[src/tmph_ram.sv]
// Generic single-write, single-read RAM with registered read data.
module tmph_ram #(
    parameter int WIDTH = 16,
    parameter int DEPTH = 16
) (
    input  logic                     clk,
    input  logic                     wr_en,
    input  logic [$clog2(DEPTH)-1:0] wr_addr,
    input  logic [WIDTH-1:0]         wr_data,
    input  logic                     rd_en,
    input  logic [$clog2(DEPTH)-1:0] rd_addr,
    output logic [WIDTH-1:0]         rd_data
);

    logic [WIDTH-1:0] mem [DEPTH];

    always_ff @(posedge clk)
    begin
        if (wr_en)
        begin
            mem[wr_addr] <= wr_data;
        end
        if (rd_en)
        begin
            rd_data <= mem[rd_addr];
        end
    end

endmodule

[config.mk]
export PLATFORM = sky130hd
export DESIGN_NAME = tmph_ram
export DESIGN_NICKNAME = d
export VERILOG_FILES = /design/src/tmph_ram.sv
export SDC_FILE = /design/constraint.sdc
export NUM_CORES = 1
export LEC_CHECK = 0
export BUFFER_PORTS_ARGS = -buffer_cell sky130_fd_sc_hd__buf_2
export CORE_UTILIZATION = 45
export DETAILED_ROUTE_END_ITERATION = 8
export PLACE_DENSITY = 0.7
export SETUP_SLACK_MARGIN = 0.3
export SYNTH_ARGS = -nofsm -noshare
export SYNTH_HDL_FRONTEND = slang
export SYNTH_SLANG_ARGS = --single-unit
[constraint.sdc]
create_clock -name clk -period 2.9 [get_ports clk]
set_input_delay 0.58 -clock clk [delete_from_list [all_inputs] [get_ports clk]]
set_output_delay 0.58 -clock clk [all_outputs]
set_load 0.01 [all_outputs]
Word-level counts from Yosys, hierarchy flattened
Memory sizes are Yosys's and may differ from the RTL's. A register that Yosys moved wholly into a read port is not among the register bits.
Index checks and enable logic that the tools add are counted.
{"block": "totals", "ff_bits": 0, "mem_bits_rw": 256, "inputBits": 27, "out_inout_bits": 16, "elab_cells": 3, "mem_count": 1}
{"block": "classes", "mux": 2}
{"name": "mem", "depth": 16, "width": 16, "rd": 1, "rd_clocked_by_memory_dff": 1, "wr": 1, "line_no": "15", "text": "logic [WIDTH-1:0] mem [DEPTH];"}
{"cell": "1-bit 2-to-1 mux", "n": 2}

Longest topological paths before layout
{"block": "depth", "ltp_word": 2, "ltp_mapped": 5, "mapped_depth_nobuf": 3}

Worst setup path before layout
No wires, ideal clock.
{"block": "synth_timing", "kind": "input to register", "start": "input port wr_addr[2]", "end": "memory mem[0][0], enable pin", "setup_time_ps": 409, "arrival_time_ps": 2226, "setup_slack_ps": 265, "stages": 2, "path_buffers": 0, "cell_sequence": "or3b_2 nor3_1"}
{"element": "from (decl)", "line_no": "8", "text": "input logic [$clog2(DEPTH)-1:0] wr_addr,"}
{"element": "to (decl)", "line_no": "15"}
Straight into the memory's write port.

==> impl_metrics.csv <==
group,metric,value,unit
clock_network,cts_tree,"built",
clock_network,cts_root_buffer,"clkbuf_16",
routing,vias,4725,
routing,avgRoutedWirePerCell,25.41,um
synthesis,ys_seq_elements,272,
routing,drc,2,
clock_network,cts_resized,0,
finish,drive_above_1_share,0.3270,
worst_setup_path,r2r-start,"mem[11][13]",
die,io-pin-count,43,
synthesis,ys_types,18,
status,violations,"design-rule violations",
sta,tightest_slew,534.1,ps
synthesis,netlist_area,0.01020,sq mm
die,die_height,152.6,um
routing,viasPerCell,5.884,
sta,setup_tns,0,ps
worst_setup_path,endpoint_kind,"register",
die,chipWidth,152.6,um
worst_setup_path,critical_path.endpoint,"rd_data[9]",
worst_setup_path,startpoint,"rd_addr[0]",
global_routing,grt_max_degree,30,
clock_network,post_cts_buffers,0,
worst_setup_path,crit_type,"in -> reg",
sta,finClkSkew,9.363,ps
sta,rsz0062_at_grt,"false",
place,port_buffers,42,
finish,nets,535,
sta,setup_viol_count_final,0,
status,outcome,"complete, but fails checks",
synthesis,synth_seq_area_share,0.8005,
global_routing,antenna_found_initial,0,
routing,drtIter0Drc,441,
die,core,0.02203,sq mm
worst_setup_path,worstPathRequired,3170,ps
finish,areaGrowthSynthToFinish,14.78,%
finish,final_cell_area,0.01171,sq mm
worst_setup_path,r2r-end,"rd_data[13]",
die,initial_utilization,0.4632,
clock_network,htreeDepth,1,
sta,min_period,1774,ps
pwr,powerDensity,682.1,mW/mm^2
clock_network,clkSlewWorstSetupHoldPaths,60,ps
clock_network,clockBufferDepth,3,
sta,max-slew-margin-rel,0.6439,
sta,max_freq,563.7,MHz
worst_setup_path,cp.arrival,2050,ps
clock_network,cts_buffers,27,
hold_path,hp-class,"in -> reg",
worst_setup_path,crit_path_start_kind,"input port",
sta,final.period_utilization,0.6117,
synthesis,syn-instance-count,432,
worst_setup_path,worstPathMaxFanout,28,
clock_network,cts.sinks,272,
routing,antenna_left,0,
sta,hold_violations,0,
die,row_count,54,
worst_setup_path,worstRegToRegCells,3,
flow_run,maxCapViolations,0,
synthesis,synth_warnings,0,
place,placed_cell_area,0.01093,sq mm
synthesis,synth_nets,459,
synthesis,syn_avg_cell_area,23.62,sq um
global_routing,grt_pass1_wl,31.08,mm
routing,routed_wirelength,20.40,mm
place,gp_congestion,0.7566,
finish,diodes,0,
clock_network,clock_latency,520,ps
die,dieArea,0.02328,sq mm
pwr,p_leak,3.790,nW
global_routing,grt_usage,0.1828,
routing,dr.pass1.iters,9,
pwr,irDropWorstVdd,436.6,uV
global_routing,grt_pass1_vias,4944,
global_routing,grt-ovfl-total,0,
worst_setup_path,r2r_slack,1440,ps
clock_network,cts_hold_buf,0,
sta,final-max-slew-violation-count,0,
finish,fillCellCount,1686,
place,dpl.hpwl,11.04,mm
## per-layer routing
| metal | up-vias | share of wire | wire length [um] | track usage |
|---|---|---|---|---|
| met5 | - | 0 | 0 | 0 |
| met4 | 0 | 0.022 | 452 | 0.05195 |
| met3 | 37 | 0.077 | 1570 | 0.03328 |
| met2 | 207 | 0.47 | 9600 | 0.2803 |
| met1 | 2477 | 0.43 | 8777 | 0.2708 |
| li1 | 2004 | - | - | - |
## critical path, cell delays in order
cell and delay [ps]:
buf_4 300, buf_12 290, mux4_1 580, a22oi_1 190
nand2_1 70
## cells by family (layout without fill, tap and decap cells)
group	after synthesis	in the layout	share of synthesized area
DFF	272	272	0.8005
muxes	64	64	0.1449
and+or+nand+nor	43	43	0.01888
AOI/OAI and AO/OA	32	32	0.02354
buffers and inverters	21	112	0.01214
## where the power goes
part / total [mW] / switching [mW] / internal, mW
sequential: 4.45 / 0.0219 / 4.43
combinational: 0.392 / 0.228 / 0.164
clock: 3.15 / 1.36 / 1.79
total: 7.99 / 1.61 / 6.38
## worst min-delay path by stage
stage / startpoint / to / depth (start not counted)
after floorplan: wr_data[0] / mem[0][0] / 0
after global placement: mem[12][10] / rd_data[10] / 3
after detailed placement: mem[14][2] / rd_data[2] / 3
after CTS: wr_data[4] / mem[0][4] / 1
after global routing: wr_data[4] / mem[1][4] / 1
final: wr_data[4] / mem[1][4] / 1
## sequential cells by signal, indices dropped and copies added, names as in the netlist
register  flops
rd_data      16
mem         256
## cells in the mapped netlist
cell type	n	area, sq um
a22oi_1	32	240.2
buf_6	4	45.04
buf_2	3	15.01
mux4_2	54	1216
edfxtp_1	272	8168
clkbuf_1	8	30.03
buf_4	3	22.52
and2_1	1	6.260
nor2b_1	2	12.51
nand3b_1	2	15.01
nand3_1	1	5.000
nand2b_1	2	12.51
mux4_1	10	262.8
buf_1	3	11.26
nand2_1	17	63.81
nor3_1	4	20.02
or3b_2	1	8.760
nor2_1	13	48.80
## metrics by stage
step	hold slack [ps]	power [mW]	std cells	utilization	worst slack [ps]
CTS	403.5	8.048	803	0.5317	1096
detailed placement	738.0	4.931	759	0.4963	560.7
floorplan	678.9	4.754	432	-	565.4
global placement	730.8	4.912	759	0.4963	566.5
global route	412.0	8.237	803	0.5317	993.8
finish	417.5	7.989	803	0.5317	1126
## placed cells by master (no fill, tap or decap)
cell type | synthesis | layout
mux4_2 | 54 | 54
inv_8 | 0 | 1
nor3_2 | 0 | 3
nand3_1 | 1 | 1
nor3_4 | 0 | 1
nor2_2 | 0 | 12
nor2b_1 | 2 | 2
nor2_1 | 13 | 1
mux4_1 | 10 | 10
nand3b_1 | 2 | 2
a22oi_1 | 32 | 32
nand2b_1 | 2 | 2
clkbuf_16 | 0 | 27
buf_12 | 0 | 3
buf_2 | 3 | 41
nand2_1 | 17 | 17
clkbuf_1 | 8 | 8
and2_1 | 1 | 1
edfxtp_1 | 272 | 272
bufinv_16 | 0 | 1
or3b_2 | 1 | 1
clkinvlp_4 | 0 | 1
buf_4 | 3 | 24
clkinv_2 | 0 | 2
clkinv_1 | 0 | 4
## area by class of cell
| type | count | area, sq um | area share |
|---|---|---|---|
| Multi-Input combinational cell | 139 | 1968 | 0.1681 |
| Tap cell | 280 | 350.3 | 0.02991 |
| Sequential cell | 272 | 8168 | 0.6974 |
| Clock inverter | 9 | 73.82 | 0.006303 |
| Timing Repair Buffer | 68 | 445.4 | 0.03803 |
| Clock buffer | 35 | 705.7 | 0.06026 |
(Power assumes the default switching activity.)
