--- config.mk ---
export PLATFORM = sky130hd
export DESIGN_NAME = tmph_div
export DESIGN_NICKNAME = d
export VERILOG_FILES = /design/src/tmph_div.sv
export SDC_FILE = /design/constraint.sdc
export NUM_CORES = 1
export LEC_CHECK = 0
export BUFFER_PORTS_ARGS = -buffer_cell sky130_fd_sc_hd__buf_2
export CORE_MARGIN = 5
export CORE_UTILIZATION = 55
export CTS_CLUSTER_SIZE = 16
export DETAILED_ROUTE_END_ITERATION = 16
export PLACE_DENSITY_LB_ADDON = 0.05
export SYNTH_ARGS = -nofsm -noshare
export SYNTH_HDL_FRONTEND = slang
export SYNTH_SLANG_ARGS = --single-unit
--- constraint.sdc ---
create_clock -name clk -period 3.3 [get_ports clk]
set_input_delay 0.165 -clock clk [delete_from_list [all_inputs] [get_ports clk]]
set_output_delay 0.165 -clock clk [all_outputs]
set_load 0.01 [all_outputs]
--- src/tmph_div.sv ---
// Restoring divider, one quotient bit per cycle.
module tmph_div #(
    parameter int NUM_W = 37,
    parameter int DEN_W = 25
) (
    input  logic             clk,
    input  logic             rst_n,
    input  logic             start,
    input  logic [NUM_W-1:0] dividend,
    input  logic [DEN_W-1:0] divisor,
    output logic             busy,
    output logic             done,
    output logic [NUM_W-1:0] quotient
);

    localparam int CW = $clog2(NUM_W + 1);

    logic             busy_reg, busy_next;
    logic             done_reg, done_next;
    logic [CW-1:0]    cnt_reg, cnt_next;
    logic [DEN_W-1:0] rem_reg, rem_next;
    logic [NUM_W-1:0] quo_reg, quo_next;
    logic [DEN_W-1:0] den_reg, den_next;
    logic [DEN_W:0]   shifted;
    logic             ge;

    always_comb
    begin
        shifted   = {rem_reg, quo_reg[NUM_W-1]};
        ge        = (shifted >= {1'b0, den_reg});
        busy_next = busy_reg;
        done_next = 1'b0;
        cnt_next  = cnt_reg;
        rem_next  = rem_reg;
        quo_next  = quo_reg;
        den_next  = den_reg;
        if (start && !busy_reg)
        begin
            busy_next = 1'b1;
            cnt_next  = CW'(NUM_W);
            rem_next  = '0;
            quo_next  = dividend;
            den_next  = divisor;
        end
        else if (busy_reg)
        begin
            rem_next = ge ? DEN_W'(shifted - {1'b0, den_reg}) : shifted[DEN_W-1:0];
            quo_next = {quo_reg[NUM_W-2:0], ge};
            cnt_next = cnt_reg - CW'(1);
            if (cnt_reg == CW'(1))
            begin
                busy_next = 1'b0;
                done_next = 1'b1;
            end
        end
    end

    always_ff @(posedge clk or negedge rst_n)
    begin
        if (!rst_n)
        begin
            busy_reg <= 1'b0;
            done_reg <= 1'b0;
            cnt_reg  <= '0;
        end
        else
        begin
            busy_reg <= busy_next;
            done_reg <= done_next;
            cnt_reg  <= cnt_next;
        end
    end

    always_ff @(posedge clk)
    begin
        rem_reg <= rem_next;
        quo_reg <= quo_next;
        den_reg <= den_next;
    end

    assign busy     = busy_reg;
    assign done     = done_reg;
    assign quotient = quo_reg;

endmodule

## Word level (Yosys, flattened, before mapping)

Cells that the tools add are included.

| operators by class | value |
|---|---|
| $add $sub $neg | 2 |
| $lt $le $gt $ge | 1 |
| equal/unequal tests | 1 |
| mux-type cells | 11 |
| reduce and logical (&&, ||, !) cells | 3 |

Operators by type and width:

| kind | count |
|---|---|
| $mux 37 | 2 |
| $ge 26x25->1 | 1 |
| $mux 25 | 1 |
| $sub 25x25->25 | 1 |
| $mux 6 | 2 |
| $eq 6x1->1 const B | 1 |
| $mux 1 | 6 |
| $sub 6x1->6 const B | 1 |
| $reduce_bool 2->1 | 1 |
| $logic_and 1x1->1 | 1 |
| $logic_not 1->1 | 1 |

| storage, ports and cells | value |
|---|---|
| register bits | 95 |
| input bits | 65 |
| output and inout bits | 39 |
| word-level logic and storage cells | 24 |

## Logic depth before layout (Yosys ltp)

| depth | value |
|---|---|
| depth after elaboration | 4 |
| depth in mapped cells | 13 |
| mapped depth without buffers | 12 |

## Worst setup path before layout

No wires, ideal clock.

| path | value |
|---|---|
| path type | register to register |
| start point | register quo_reg[36], in the netlist quotient[36] |
| end point | register rem_reg[1] |
| library setup time | 0.117 ns |
| arrival time | 2.550 ns |
| data required time | 3.183 ns |
| setup slack | 0.633 ns |
| cell stages (with the launch flop) | 12 |
| path buffers | 0 |
| period minus slack after synthesis | 2.667 ns |
| cell sequence | edfxtp_1 > inv_1 > ha_1 > inv_1 > fa_1 > a211oi_1 > o21a_2 > nor4_4 > o2111a_2 > nor2_8 > mux2_4 > a22o_1 |

| on the way | value |
|---|---|
| longest elaborated chain between the ends | 2 |
| elaborated cells between the ends (all ways) | 3 |
| classes of those cells | 1 x add/sub; 1 x order compare; 1 x mux |

RTL lines:

| item | RTL line | text |
|---|---|---|
| start: declaration | 22 | `logic [NUM_W-1:0] quo_reg, quo_next;` |
| start signal: assignment | 77 | `quo_reg <= quo_next;` |
| $sub 25x25->25 or $ge 26x25->1 (tied branches) | 47, 30 |  |
| $mux 25 * | 47 | `rem_next = ge ? DEN_W'(shifted - {1'b0, den_reg}) : shifted[DEN_W-1:0];` |
| end signal: assignment | 76 | `rem_reg <= rem_next;` |
| end: declaration | 21 | `logic [DEN_W-1:0] rem_reg, rem_next;` |

Mark *: on every way between the ends. The rest lies on a longest branch, timed or not.
A chain may end at the register's enable or synchronous reset.

## Final worst setup path

| path | value |
|---|---|
| start point | register quo_reg[36], in the netlist quotient[36] |
| end point | register rem_reg[4] |

Same word-level chain as after synthesis.

==> metrics.md <==
| Metric | Value |
|---|---|
| Status | complete, no violations |
| Post-DP Area | ~5700 um2 |
| Iter 0 DRT Violations | slightly below 200 |
| Fillers | 740 |
| Hold Path End | cnt_reg[1] |
| Main synth FF type | edfxtp_1 |
| PortBufs | ~100 |
| Ys async rst share | 8.42% |
| Max FO, Critical Path | 26 |
| Slew @ Worst Pin | 650 ps |
| Multi-input logic area | between 2000 and 2500 um2 |
| Flops & latches, synth | 95 |
| Via-to-Cell Ratio | about 5.5 |
| Total number of vias | 4,208 |
| Worst EP arrival | between 3000 and 4000 ps |
| Nets@finish | 748 |
| # setup viols final | 0 |
| Pre-CTS WS | approximately 430 ps |
| Die height | 106 um |
| Syn Inst Count | around 530 |
| Max-cap violation count | 0 |
| Pwr Total | just under 6 mW |
| Crit Path Class | register to register |
| Reg-to-Reg End | rem_reg[4] |
| Worst hold slack | ~34 ps |
| Post-route cell area | just over 6000 um2 |
| Layout cell share with drive strength beyond 1 | around a fifth |
| DR DRC count | 0 |
| Hold Crit Class | input pin to register |
| Clock tree buffer depth | 2 |
| Seq. cell area | 2560 um2 |
| Leak | 2.84 nW |
| Ant diodes | 0 |
| H-tree levels | 3 |
| Skew final | roughly 14 ps |
| Final period utilization | 88.4% |
| GPL Wtd Cong | between 0.8 and 0.9 |
| Max-slew violations | 0 |
| P per Cell Area | 947 nW/um2 |
| Synthesized area per cell | just under 10 um2 |
| Initial antenna violation count | 0 |
| Num ports | between 100 and 150 |
| Clock buffer count from CTS | 9 |
| Area Overhead vs Synth | 20.2% |
| Global-route wire length before repair | 19,600 um |
| Reg clk slew, reported paths | about 100 ps |
| CTS tree | built |
| Worst reg2reg startpoint | quotient[36] |
| Most common cell after layout, fill and taps aside | nand2_1 |
| ANT nets after route | 0 |
| Max reg flops | 37 |
| Clock Root Buffer | clkbuf_8 |
| Hold path depth | 2 |
| Post-synth EDFFs | 62 |
| HP Start | start |
| Die ar. | 11,300 um2 |
| Worst r2r path cells | 12 |
| Post-synthesis cell area | slightly above 5000 um2 |
| Sequential cell area fraction in the yosys report | 50.1% |
| Most frequent cells in the layout | nand2_1, buf_2, edfxtp_1, inv_1, o21ai_0 |
| Final Hold Violating Endpoints | 0 |
| Die span in x | between 100 and 150 um |
| Met3 WL | between 600 and 700 um |
| Unrepaired setup endpoints after global routing | no |
| Met2 wire length | 5610 um |
| Peak VDD IR | between 0.4 and 0.5 mV |
| Drt wl/cell | approximately 15 um |
| Vias in the first global route | ~4,200 |
| Achievable Freq | 0.343 GHz |
| Post-Layout Cell Count | 771 |
| Post-CTS setup buffers | 0 |
| Clk sinks | 95 |
| Drt total wl | ~12,000 um |
| Clk Latency, worst-skew pair | roughly 370 ps |
| Drt pass-1 iters | 5 |
| Fin util | 67.1% |
| CP Capture Type | register |
| Worst Path Required | around 3600 ps |
| Dpl hpwl | a little over 8000 um |
| Cts repair resizes | 0 |
| Starting density of the core | roughly 56% |
| # rows | 35 |
| R2R Setup Slk | 380 ps |
| Setup tns final | 0 ps |
| Synth warn | 0 |
| Crit. Startpoint | quotient[36] |
| Distinct cells, synth | between 50 and 60 |
| Setup WS post-layout | roughly 380 ps |
| Syn_nets | 624 |
| Placed instance count | 729 |
| Core footprint | ~9200 um2 |
| GR Util All Layers | 21.3% |
| Minimum clock period | between 2000 and 3000 ps |
| GRT Residual Overflow | 0 |
| Critical Path Start Type | register |
| Met1 wire length | approximately 5000 um |
| Largest net degree at the start of global routing | 40 |
| Worst slew margin relative to its limit | 56.7% |
| Max Used Layer | met4 |
## cell usage after synthesis, types with 3 or more instances
cell type | instances | area, um2
o31ai_1 | 4 | 30.0
nand2b_1 | 6 | 37.5
nand3_1 | 4 | 20.0
a21o_1 | 10 | 75.1
dfrtp_1 | 8 | 200
mux2i_1 | 4 | 40.0
nand4_1 | 7 | 43.8
o21ai_0 | 30 | 150
inv_1 | 36 | 135
ha_1 | 27 | 338
nand2_1 | 144 | 541
nor4_1 | 3 | 18.8
edfxtp_1 | 62 | 1860
o21a_1 | 5 | 37.5
nor3b_1 | 4 | 30.0
nor2_1 | 20 | 75.1
clkbuf_1 | 20 | 75.1
xor2_1 | 8 | 70.1
a32oi_1 | 10 | 87.6
nor3_1 | 4 | 20.0
a31oi_1 | 5 | 31.3
dfxtp_1 | 25 | 500
xnor2_1 | 12 | 105
a22o_1 | 14 | 123
a21oi_1 | 22 | 110
a211oi_1 | 5 | 37.5
## per-layer routing
layer / vias up / global-route usage [%]
met1: 1946 / 27.4
li1: 2117 / -
met5: - / 0
met4: 0 / 6.20
met2: 128 / 36.1
met3: 17 / 4.74
## critical path: stages, from the launching register on
cell      delay (ps)
edfxtp_1         410
inv_1             80
ha_1             160
inv_1             50
fa_1             430
a211oi_1         280
o21a_2           220
nor4_4            60
o2111a_2         320
nor2_8           180
buf_4            290
o21ai_0          140
a22o_1           190
## how the worst max path moves through the flow
stage | to | cells past startpoint
CTS | rem_reg[4] | 12
finish | rem_reg[4] | 12
detailed placement | rem_reg[4] | 12
global route | rem_reg[5] | 12
global placement | rem_reg[12] | 12
floorplan | rem_reg[1] | 11
## what timing repair did
action                                  in CTS  in global routing
hold buffers                                26                  0
endpoints found under the setup margin       0                  0
endpoints found under the hold margin       33                  0
## logic make-up (layout without fill, tap and decap cells)
kind of cell               Yosys count  after routing  synth area share, %
AOI/OAI and AO/OA                  122            122                 16.5
xor gates and xnor gates            20             20                 3.43
adders and majority gates           28             28                 7.00
buffers and inverters               61            190                 4.92
DFF                                 95             95                 50.1
muxes                                5              5                 1.08
and+or+nand+nor                    200            200                 17.0
## power by group
group / switching (mW) / internal [mW] / total (mW)
logic: 1.62 / 1.32 / 2.94
clock network: 0.413 / 0.281 / 0.694
registers: 0.335 / 1.85 / 2.18
total: 2.37 / 3.45 / 5.82
## final cells by class
| cell class | instances | area share [%] |
|---|---|---|
| Clock buffer | 12 | 2.20 |
| Inverter | 36 | 2.20 |
| Multi-Input combinational cell | 375 | 37.4 |
| Clock inverter | 4 | 0.509 |
| Tap cell | 111 | 2.26 |
| Sequential cell | 95 | 41.7 |
| Timing Repair Buffer | 138 | 13.7 |
Note: power is estimated with default switching activity, not from simulation.
