[src/tmph_pkg.sv]
// Shared widths, constants, register codes and types for the trimmed-mean pH converter.
package tmph_pkg;

    localparam int SAMPLE_W   = 16;
    localparam int REF_W      = 13;
    localparam int FS_W       = 16;
    localparam int SLOPE_W    = 16;
    localparam int OFFSET_W   = 15;
    localparam int MV_W       = 16;
    localparam int PH_W       = 14;
    localparam int HELD_W     = 9;
    localparam int SUM_W      = 24;   // 256 samples of 16 bits
    localparam int DIV_NUM_W  = 37;   // sum times reference
    localparam int DIV_DEN_W  = 25;   // divisor times full scale
    localparam int PROD_W     = 33;   // slope times millivolts, signed
    localparam int PHQ_W      = 22;   // |product| / 1000
    localparam int PHM_W      = 60;   // |product| times the reciprocal of 1000
    localparam int PH_SUM_W   = 24;
    localparam int APB_ADDR_W = 4;
    localparam int APB_DATA_W = 32;

    localparam int TRIM_MIN_COUNT = 5;
    localparam int TRIM_DROP      = 2;
    localparam int PH_SCALE       = 1000;
    localparam int PH_MAX         = 14000;

    // floor(x / 1000) = (x * PH_RECIP) >> PH_RECIP_SHIFT, exact for x below 2^32
    localparam int                      PH_RECIP_W     = 29;
    localparam int                      PH_RECIP_SHIFT = 38;
    localparam logic [PH_RECIP_W-1:0]   PH_RECIP       = 29'd274877907;

    localparam logic [REF_W-1:0]           RST_REFERENCE_MV   = 13'd3300;
    localparam logic [FS_W-1:0]            RST_ADC_FULL_SCALE = 16'd65535;
    localparam logic signed [SLOPE_W-1:0]  RST_SLOPE_MILLI    = 16'sd3500;
    localparam logic signed [OFFSET_W-1:0] RST_OFFSET_MILLI   = 15'sd0;

    typedef enum logic [1:0] {
        REG_REFERENCE_MV   = 2'd0,
        REG_ADC_FULL_SCALE = 2'd1,
        REG_SLOPE_MILLI    = 2'd2,
        REG_OFFSET_MILLI   = 2'd3
    } tmph_reg_t;

    typedef struct packed {
        logic [REF_W-1:0]           reference_mv;
        logic [FS_W-1:0]            adc_full_scale;
        logic signed [SLOPE_W-1:0]  slope_milli;
        logic signed [OFFSET_W-1:0] offset_milli;
    } tmph_cfg_t;

endpackage

[src/tmph_cfg.sv]
// APB register file holding the calibration and scaling registers.
module tmph_cfg import tmph_pkg::*; (
    input  logic                  clk,
    input  logic                  rst_n,
    input  logic                  psel,
    input  logic                  penable,
    input  logic                  pwrite,
    input  logic [APB_ADDR_W-1:0] paddr,
    input  logic [APB_DATA_W-1:0] pwdata,
    output logic [APB_DATA_W-1:0] prdata,
    output logic                  pready,
    output tmph_cfg_t             cfg
);

    tmph_cfg_t cfg_reg, cfg_next;
    tmph_reg_t index;
    logic      wr;

    assign index  = tmph_reg_t'(paddr[3:2]);
    assign wr     = psel && penable && pwrite;
    assign pready = 1'b1;

    always_comb
    begin
        cfg_next = cfg_reg;
        if (wr)
        begin
            unique case (index)
                REG_REFERENCE_MV:   cfg_next.reference_mv   = pwdata[REF_W-1:0];
                REG_ADC_FULL_SCALE: cfg_next.adc_full_scale = pwdata[FS_W-1:0];
                REG_SLOPE_MILLI:    cfg_next.slope_milli    = $signed(pwdata[SLOPE_W-1:0]);
                REG_OFFSET_MILLI:   cfg_next.offset_milli   = $signed(pwdata[OFFSET_W-1:0]);
                default:            cfg_next = cfg_reg;
            endcase
        end
    end

    always_comb
    begin
        unique case (index)
            REG_REFERENCE_MV:   prdata = APB_DATA_W'(cfg_reg.reference_mv);
            REG_ADC_FULL_SCALE: prdata = APB_DATA_W'(cfg_reg.adc_full_scale);
            REG_SLOPE_MILLI:    prdata = APB_DATA_W'(unsigned'(cfg_reg.slope_milli));
            REG_OFFSET_MILLI:   prdata = APB_DATA_W'(unsigned'(cfg_reg.offset_milli));
            default:            prdata = '0;
        endcase
    end

    always_ff @(posedge clk or negedge rst_n)
    begin
        if (!rst_n)
        begin
            cfg_reg.reference_mv   <= RST_REFERENCE_MV;
            cfg_reg.adc_full_scale <= RST_ADC_FULL_SCALE;
            cfg_reg.slope_milli    <= RST_SLOPE_MILLI;
            cfg_reg.offset_milli   <= RST_OFFSET_MILLI;
        end
        else
        begin
            cfg_reg <= cfg_next;
        end
    end

    assign cfg = cfg_reg;

endmodule

[config.mk]
export PLATFORM = sky130hd
export DESIGN_NAME = tmph_cfg
export DESIGN_NICKNAME = d
export VERILOG_FILES = /design/src/tmph_pkg.sv /design/src/tmph_cfg.sv
export SDC_FILE = /design/constraint.sdc
export NUM_CORES = 1
export LEC_CHECK = 0
export BUFFER_PORTS_ARGS = -buffer_cell sky130_fd_sc_hd__buf_2
export CAP_MARGIN = 20
export CORE_MARGIN = 2
export CORE_UTILIZATION = 26
export DETAILED_ROUTE_END_ITERATION = 8
export GPL_ROUTABILITY_DRIVEN = 0
export PLACE_DENSITY = 0.47
export SYNTH_ARGS = -nofsm -noshare
export SYNTH_HDL_FRONTEND = slang
export SYNTH_SLANG_ARGS = --single-unit
[constraint.sdc]
create_clock -name clk -period 1.26 [get_ports clk]
set_clock_uncertainty 0.1 [all_clocks]
set_input_delay 0.063 -clock clk [delete_from_list [all_inputs] [get_ports clk]]
set_output_delay 0.063 -clock clk [all_outputs]
set_load 0.02 [all_outputs]
=== Word level (Yosys, flattened, before mapping) ===
Index checks and enable logic that the tools add are counted.

* Add/sub/neg operators: 0
* $mul: 0
* Divide/modulo/power cells: 0
* Magnitude comparators: 0
* Equal/unequal tests: 3
* Shift operators: 0
* Muxes and demuxes: 1
* Bitwise logic cells: 0
* Reductions and logical operators: 7

{| class="wikitable"
|+ Operators with widths
! operator !! number
|-
| $pmux W32 S4 || 1
|-
| $reduce_and A2 Y1 || 4
|-
| $eq A2 B2 Y1 const B || 2
|-
| $eq A2 B1 Y1 const B || 1
|-
| $logic_and A1 B1 Y1 || 2
|-
| $logic_not A2 Y1 || 1
|}

* Register bits after elaboration: 60
* Bits in latches: 0
* Memory bits (writable): 0
* ROM bits: 0
* Word-level logic and storage cells: 15
* Memories kept: 0

=== Depth between registers and ports, before layout ===
Gate-level depths: netlist of run 1.

* Depth after elaboration: 3
* Mapped depth: 6
* Mapped depth without buffers: 3

=== Least setup slack after synthesis of run 1 ===
No wires, ideal clock.

* Kind: input port to flip-flop
* From: in paddr[3]
* To: reg cfg_reg, in the netlist cfg[47]
* Setup time: 125 ps
* Data arrival time: 1154 ps
* Data required time: 1035 ps
* Slack: -118 ps
* Stages on the path: 4
* Path buffers: 2
* Path through: buf_4 nor3_1 buf_4 mux2_2

* Cells in the longest elaborated chain, start to end: 2

{| class="wikitable"
|+ RTL lines
! item !! line !! text
|-
| from (decl) || tmph_cfg.sv:8 || <nowiki>input logic [APB_ADDR_W-1:0] paddr,</nowiki>
|-
| $logic_not A2 Y1 || tmph_cfg.sv:28 || <nowiki>unique case (index)</nowiki>
|-
| $reduce_and A2 Y1 (no source line) || n/a ||
|-
| to (signal assigned) || tmph_cfg.sv:60 || <nowiki>cfg_reg <= cfg_next;</nowiki>
|-
| to (decl) || tmph_cfg.sv:15 || <nowiki>tmph_cfg_t cfg_reg, cfg_next;</nowiki>
|}

No other way between the ends.
A chain may end at the register's enable or synchronous reset.

=== Final worst setup path of run 1 ===
* From: reg cfg_reg, in the netlist cfg[24]
* To: out prdata[9]

* Cells in the longest elaborated chain, start to end: 1

{| class="wikitable"
|+ RTL lines
! item !! line !! text
|-
| $pmux W32 S4 || tmph_cfg.sv:40 || <nowiki>unique case (index)</nowiki>
|-
| to (decl) || tmph_cfg.sv:10 || <nowiki>output logic [APB_DATA_W-1:0] prdata,</nowiki>
|}

No other way between the ends. The select of a mux whose other input is x is not followed.

==> metrics.yaml, run 1 <==
p_per_area_nw_per_um2: 1720
pre_cts_ws_ns: -0.137
cp-end-kind: "output pin"
setup_violations: 17
grt_antenna_before_repair: 0
firstDrtPassIters: 4
start_util_pct: 26.6
power_frac_clock_pct: 20.3
outcome: "complete, but fails checks"
core_sq_um: 10800
finalHoldViolations: 0
drv_cap: 0
root_buffer: "clkbuf_8"
port_buffers: 98
largest_reg_flops: 60
grt_max_degree: 61
vias: 2060
synth_cells: 176
synth_top_cell_by_area: "dfrtp_1"
area_growth_pct: 51.2
synth_top_area_share_pct: 26.9
synth_compound_area_share_pct: 0.911
syn_area_sq_um: 2880
rsz0062_at_grt: "yes"
slew_viol_final: 0
synth-simple-area-share_pct: 1.56
power_frac_seq_pct: 37.9
mostFrequentLayoutCell: "buf_2"
synth_fa_ha_area_share_pct: 0
cts.sinks: 60
die_w_microns: 109
max-vdd-ir-drop_uv: 739
fin_tns_setup_ns: -3.68
dp_hpwl_mm: 5.59
reg2reg_setup_slack_ns: 0.13
yosys-top-cells-area: "dfrtp_1 (27%), dfstp_2 (26%), mux2_2 (20%)"
layout.nets: 386
setup_slack_ns: -0.266
clkLatencyLatePin_ns: 0.32
synth_area_per_cell_sq_um: 16.4
finalCritPeriodShare_pct: 121
critPathArrivalTime_ns: 1.36
swShare_pct: 33.5
hold_path.class: "in2async"
grt_pass1_vias: 2149
synth_top_family_by_area: "multiplexers"
synth_seq_cells: 60
cp-start-kind: "flip-flop"
worstPathRequired_ns: 1.10
yosys_warnings: 0
antenna_cells: 0
grt_overflow: 0
grtUsageTotal_pct: 13.9
grt_first_pass_wirelength_mm: 12.1
p_switching_mw: 2.51
ioPinCount: 134
drt-vias-per-instance: 4.20
rr_worst_depth: 3
min_period_ns: 1.53
tritoncts: "done"
cts_made_buffers: 9
synth.distinct_cells: 23
rr_endpoint: "cfg[4]"
final_cell_mix: "buf_2 (70), buf_4 (51), mux2_2 (49), dfrtp_1 (31)"
fmax_mhz: 655
synthXorXnorAreaFrac_pct: 0
power_frac_comb_pct: 41.8
p_int_mw: 5.00
wl_per_cell_microns: 16.1
drive_gt1_share_pct: 77.4
crit_type: "reg2out"
dieArea_sq_um: 11900
cts_max_level: 3
r2r-start: "cfg[4]"
yosysSeqAreaShare_pct: 53.3
ant_nets: 0
p_leak_nw: 2.08
num_rows: 38
violations: "setup timing"
clk_pin_slew_ns: 0.07
drc_errors: 0
cts.path.max_buffers: 2
fillCellCount: 1067
detail_route.iter0.violations: 37
cp_max_fo: 2
synthMuxAreaShare_pct: 36.3
die_y_microns: 109
wl_mm: 7.89
-- layout make-up --
class                      count  area, sq um  share of cell area (%)
clock buffer                  14          163                    3.73
timing repair buffer         170         1290                    29.6
inverter                       1         6.26                   0.144
clock inverter                 2         10.0                   0.230
multi-input combinational    103         1180                    27.0
tap                          140          175                    4.02
sequential                    60         1540                    35.3
-- per-stage QoR --
step,utilization (%),power (mW),instance area [sq um],hold slack (ns),std cells
2_1_floorplan,-,4.42,2980,-0.333,191
6_report,40.2,7.52,4360,0.168,490
4_1_cts,38.9,7.41,4220,0.177,482
3_5_place_dp,33.7,5.37,3650,-0.00115,430
5_1_grt,40.2,7.97,4360,0.195,490
3_3_place_gp,33.7,5.35,3650,0.000387,430
-- synth_stat cells --
master     n
mux2_4    10
a22o_1     3
conb_1     2
nand3_1    1
buf_6      3
dfrtp_1   31
buf_2      3
inv_2      1
buf_12     1
nand4_1    1
nor2b_1    1
dfstp_2   29
mux2_2    50
buf_4     19
nor2_1     1
mux4_1     5
nor3_1     1
clkbuf_1   1
or3_1      1
mux4_2     8
or2_1      1
nor2_2     1
mux2_1     2
-- layer usage --
layer  part of all wire, %  track usage [%]  vias up
li1                      -                -      952
met1                    43             17.1     1029
met2                    50             23.2       71
met3                   5.8             4.51        8
met4                   1.4             4.61        0
met5                     0                0        -
-- kinds of logic (layout without fill, tap and decap cells) --
| group | after synthesis | count (layout) |
|---|---|---|
| AOI/OAI and AO/OA | 3 | 3 |
| and+or+nand+nor | 8 | 8 |
| DFF | 60 | 60 |
| other | 2 | 17 |
| buffers and inverters | 28 | 187 |
| muxes | 75 | 75 |
-- timing repair --
action                                  CTS  global route
pin swaps                                 1             0
setup buffers                            19             8
hold buffers                             17             0
resized for setup                        37            28
hold endpoints to repair                120             0
cloned                                    0             0
endpoints found under the setup margin   16            21
-- worst max path at each step --
stage	end	slack (ns)	startpoint
global route	prdata[9]	-0.32	cfg[24]
finish	prdata[9]	-0.27	cfg[24]
global placement	cfg[50]	-0.15	paddr[3]
floorplan	cfg[13]	-0.09	paddr[3]
CTS	prdata[9]	-0.30	cfg[24]
detailed placement	cfg[56]	-0.14	paddr[3]
-- power by group through the flow --
stage	logic, mW	registers [mW]	clock network, mW
detailed placement	2.47	2.90	0
finish	3.15	2.85	1.52
global placement	2.45	2.90	0
floorplan	0.996	3.42	0
global route	3.35	2.91	1.71
CTS	2.97	2.84	1.60
-- critical path: stages, from the launching register on --
cell and delay (ns):
dfrtp_1 0.40, mux4_2 0.49, buf_6 0.15
(Power assumes the default switching activity.)
==> inputs of run 2 (changes only) <==
Settings changed: TNS_END_PERCENT from default to 5.
==> run 2 against run 1 <==
Critical path depth did not move. Sequential share of layout area up 1.9 points. Highest routed layer unchanged. Clock-buffer cell count decreased by 3. Flip-flop and latch count unchanged. The flow still finishes with violations (setup timing). Largest cell class unchanged. Die area unchanged. Cell area decreased by 5.1%.
==> metrics.yaml, run 2 (synthesis results as in run 1) <==
hold_ws_ns: 0.195
p_leak_nw: 1.98
tritoncts: "done"
largest_reg_flops: 60
mostFrequentLayoutCell: "buf_2"
die_w_microns: 109
core_sq_um: 10800
dieArea_sq_um: 11900
drc_errors: 0
drive_gt1_share_pct: 76.5
cts_max_level: 3
final_cell_mix: "buf_2 (85), mux2_2 (49), buf_4 (34), dfrtp_1 (31), dfstp_2 (29)"
layout.nets: 368
finalCritPeriodShare_pct: 122
cp-end-kind: "output pin"
max-vdd-ir-drop_uv: 815
grt_max_degree: 37
cts_made_buffers: 9
root_buffer: "clkbuf_8"
cts.path.max_buffers: 2
num_rows: 38
vias: 2017
ant_nets: 0
cp_max_fo: 3
port_buffers: 98
detail_route.iter0.violations: 46
grt_antenna_before_repair: 0
slew_viol_final: 0
crit_type: "reg2out"
critPathArrivalTime_ns: 1.37
drv_cap: 0
fmax_mhz: 652
grt_first_pass_wirelength_mm: 11.5
grtUsageTotal_pct: 13.1
rsz0062_at_grt: "yes"
grt_overflow: 0
wl_mm: 7.65
ioPinCount: 134
grt_pass1_vias: 2104
clk_pin_slew_ns: 0.07
start_util_pct: 26.6
pre_cts_ws_ns: -0.101
area_growth_pct: 43.6
min_period_ns: 1.53
wl_per_cell_microns: 16.2
firstDrtPassIters: 4
hold_path.class: "in2async"
p_per_area_nw_per_um2: 1750
worstPathRequired_ns: 1.10
setup_violations: 16
setup_slack_ns: -0.273
die_y_microns: 109
outcome: "complete, but fails checks"
cp-start-kind: "flip-flop"
cts.sinks: 60
drt-vias-per-instance: 4.27
clkLatencyLatePin_ns: 0.33
dp_hpwl_mm: 5.53
antenna_cells: 0
finalHoldViolations: 0
violations: "setup timing"
[run 2: cell count changes in the layout (fill, tap and decap cells not counted), moves of 2 or more]
| cell | change |
|---|---|
| clkbuf_8 | -2 |
| buf_4 | -17 |
| buf_2 | +15 |
| buf_6 | -17 |
[run 2: final timing paths]
check,from,end,slack (ns),cells after the start
worst max-delay path,cfg[56],prdata[9],-0.27,2
worst min-delay path,rst_n,cfg[31],0.20,2
worst max register to register,cfg[47],cfg[47],0.18,3
worst min register to register,cfg[13],cfg[13],0.42,1
max in group asynchronous,rst_n,cfg[22],0.56,3
min in group clk,paddr[3],cfg[31],0.28,4
[run 2: power breakdown]
part / switching, mW / internal (mW) / total, mW / leakage (nW)
combinational: 1.40 / 1.34 / 2.75 / 1.20
sequential: 0.314 / 2.54 / 2.85 / 0.684
clock: 0.738 / 0.904 / 1.64 / 0.0931
[run 2: cell type report]
| cell class | instances | area (sq um) |
|---|---|---|
| fill | 1090 | 6700 |
| timing repair buffer | 152 | 1070 |
| inverter | 1 | 3.75 |
| multi-input combinational | 103 | 1170 |
| sequential | 60 | 1540 |
| clock buffer | 11 | 131 |
| clock inverter | 5 | 52.6 |
| tap | 140 | 175 |
[run 2: what timing repair did]
| item | 4_1_cts | 5_1_grt |
|---|---|---|
| hold buffers | 17 | 0 |
| pin swaps | 1 | 0 |
| cloned | 0 | 0 |
| resized for setup | 18 | 14 |
| endpoints found under the setup margin | 16 | 19 |
| buffers inserted | 3 | 1 |
| endpoints found under the hold margin | 120 | 0 |
[run 2: routing by layer]
| layer | vias up | wire length [microns] | track usage, % |
|---|---|---|---|
| met5 | - | 0 | 0 |
| met4 | 0 | 117 | 4.88 |
| met3 | 9 | 419 | 3.56 |
| met2 | 67 | 4010 | 23.4 |
| met1 | 1028 | 3100 | 14.8 |
| li1 | 913 | - | - |
[run 2: critical path, stage by stage, from the launching register on]
cell     delay, ns
dfrtp_1       0.40
mux4_2        0.46
buf_2         0.18
[run 2: through the flow]
step | utilization (%) | cells | cell area, sq um | power (mW) | TNS (ns)
after floorplan | - | 191 | 2940 | 4.41 | -1.73
after global routing | 38.2 | 472 | 4140 | 7.66 | -4.77
after global placement | 34.1 | 435 | 3690 | 5.39 | -3.07
after detailed placement | 34.1 | 435 | 3690 | 5.42 | -3.19
final | 38.2 | 472 | 4140 | 7.24 | -3.81
after CTS | 37.7 | 471 | 4090 | 7.30 | -4.26
==> inputs of run 3 (changes only) <==
Settings changed: GPL_TIMING_DRIVEN from default to 0, SKIP_LAST_GASP from default to 1.
==> run 3 against run 2 <==
The flow still finishes with violations (setup timing). Die area unchanged. Routed wire length rose by 0.95%. Critical path depth is the same. First-iteration DRC count grew 48%. Core utilization is 0.13 points higher. Maximum frequency hardly changed. Non-clock buffer count up 4. Critical path type unchanged.
==> metrics.yaml, run 3 (synthesis results as in run 1) <==
whs_path_depth: 3
grtUsageTotal_pct: 13.3
drt-vias-per-instance: 4.25
p_per_area_nw_per_um2: 1790
largest_reg_flops: 60
vias: 2025
drc_errors: 0
wl_per_cell_microns: 16.2
setup_slack_ns: -0.274
final_util_pct: 38.3
hold_end: "cfg[16]"
clkLatencyLatePin_ns: 0.33
port_buffers: 97
hold_path.class: "in2reg"
cp-end-kind: "output pin"
slowest_delay_ns: 0.48
r2r-start: "cfg[0]"
layout.nets: 372
p_int_mw: 4.98
pre_cts_ws_ns: -0.678
finalCritPeriodShare_pct: 122
violations: "setup timing"
clk_pin_slew_ns: 0.07
cp_cell_sequence: "mux4_2, buf_6"
num_rows: 38
dieArea_sq_um: 11900
cp-start-kind: "flip-flop"
mostFrequentLayoutCell: "buf_2"
wl_mm: 7.72
drv_cap: 0
root_buffer: "clkbuf_8"
crit_type: "reg2out"
grt_first_pass_wirelength_mm: 11.4
p_leak_nw: 2.00
start_util_pct: 26.6
ant_nets: 0
slew_viol_final: 0
final_cell_mix: "buf_2 (90), mux2_2 (50), buf_4 (37), dfrtp_1 (31), dfstp_2 (29)"
rsz0062_at_grt: "yes"
rr_worst_depth: 3
cp_slowest_cell: "mux4_2"
drive_gt1_share_pct: 76.8
worstPathRequired_ns: 1.10
power_frac_comb_pct: 35.6
hold_start: "paddr[2]"
p_switching_mw: 2.48
cts_max_level: 3
max-vdd-ir-drop_uv: 680
critPathArrivalTime_ns: 1.37
finalHoldViolations: 0
cts_made_buffers: 9
tightest_slew_ns: 0.666
cts.sinks: 60
cts.path.max_buffers: 2
grt_max_degree: 34
antenna_cells: 0
grt_overflow: 0
detail_route.iter0.violations: 68
area_growth_pct: 44.1
reg2reg_setup_slack_ns: 0.15
cp_max_fo: 3
power_frac_clock_pct: 26.1
swShare_pct: 33.2
grt_pass1_vias: 2069
min_period_ns: 1.53
firstDrtPassIters: 4
dp_hpwl_mm: 5.22
setup_violations: 48
tritoncts: "done"
grt_antenna_before_repair: 0
core_sq_um: 10800
die_w_microns: 109
outcome: "complete, but fails checks"
die_y_microns: 109
rr_endpoint: "cfg[0]"
maxSlewHeadroom_pct: 55.6
power_frac_seq_pct: 38.3
ioPinCount: 134
fmax_mhz: 652
finalPower_mw: 7.45
-- run 3: cell type report --
class                           count  area, sq um
Buffer                             27          219
Clock buffer                       12          145
Clock inverter                      4         72.6
Fill cell                        1059         6690
Inverter                            1         3.75
Multi-Input combinational cell    103         1170
Sequential cell                    60         1540
Tap cell                          140          175
Timing Repair Buffer              129          826
-- run 3: power groups by stage --
stage | registers, mW | clock network [mW] | logic [mW]
final | 2.85 | 1.94 | 2.66
after global routing | 2.92 | 2.11 | 2.82
after CTS | 2.85 | 2.02 | 2.66
after detailed placement | 2.90 | 0 | 2.36
after global placement | 2.89 | 0 | 2.34
after floorplan | 3.42 | 0 | 0.987
-- run 3: metal layers --
metal  vias up  GRT usage [%]  routed length [microns]
li1        925              -                        -
met1      1022           16.3                     3270
met2        65           22.1                     3900
met3        13           2.85                      391
met4         0           6.87                      159
met5         -              0                        0
-- run 3: repair_timing --
item / 4_1_cts / 5_1_grt
setup endpoints to repair: 38 / 53
hold endpoints to repair: 74 / 0
setup buffers: 12 / 2
pin swaps: 0 / 0
resized for setup: 21 / 2
hold buffers: 17 / 0
-- run 3: critical path: cells and delay by family, from the launching register on --
family / cells / cell delay [ns]
multiplexers: 1 / 0.48
flip-flops: 1 / 0.40
buffers and inverters: 1 / 0.15
-- run 3: worst max-delay path by stage --
stage / start / end / slack (ns) / depth (start not counted)
after floorplan: paddr[3] / cfg[21] / -0.10 / 5
after global placement: paddr[3] / cfg[28] / -0.66 / 6
after detailed placement: paddr[3] / cfg[28] / -0.68 / 6
after CTS: cfg[1] / prdata[1] / -0.30 / 2
after global routing: cfg[14] / prdata[14] / -0.33 / 3
final: cfg[1] / prdata[1] / -0.27 / 2
-- run 3: through the flow --
step                area, sq um  cells  hold WS (ns)  TNS [ns]
finish                     4150    476         0.146     -7.54
global route               4150    476         0.151     -9.53
CTS                        4130    474         0.139     -7.39
detailed placement         3620    429        0.0318    -23.33
global placement           3600    428         0.210    -28.68
floorplan                  2940    191        -0.333     -1.73
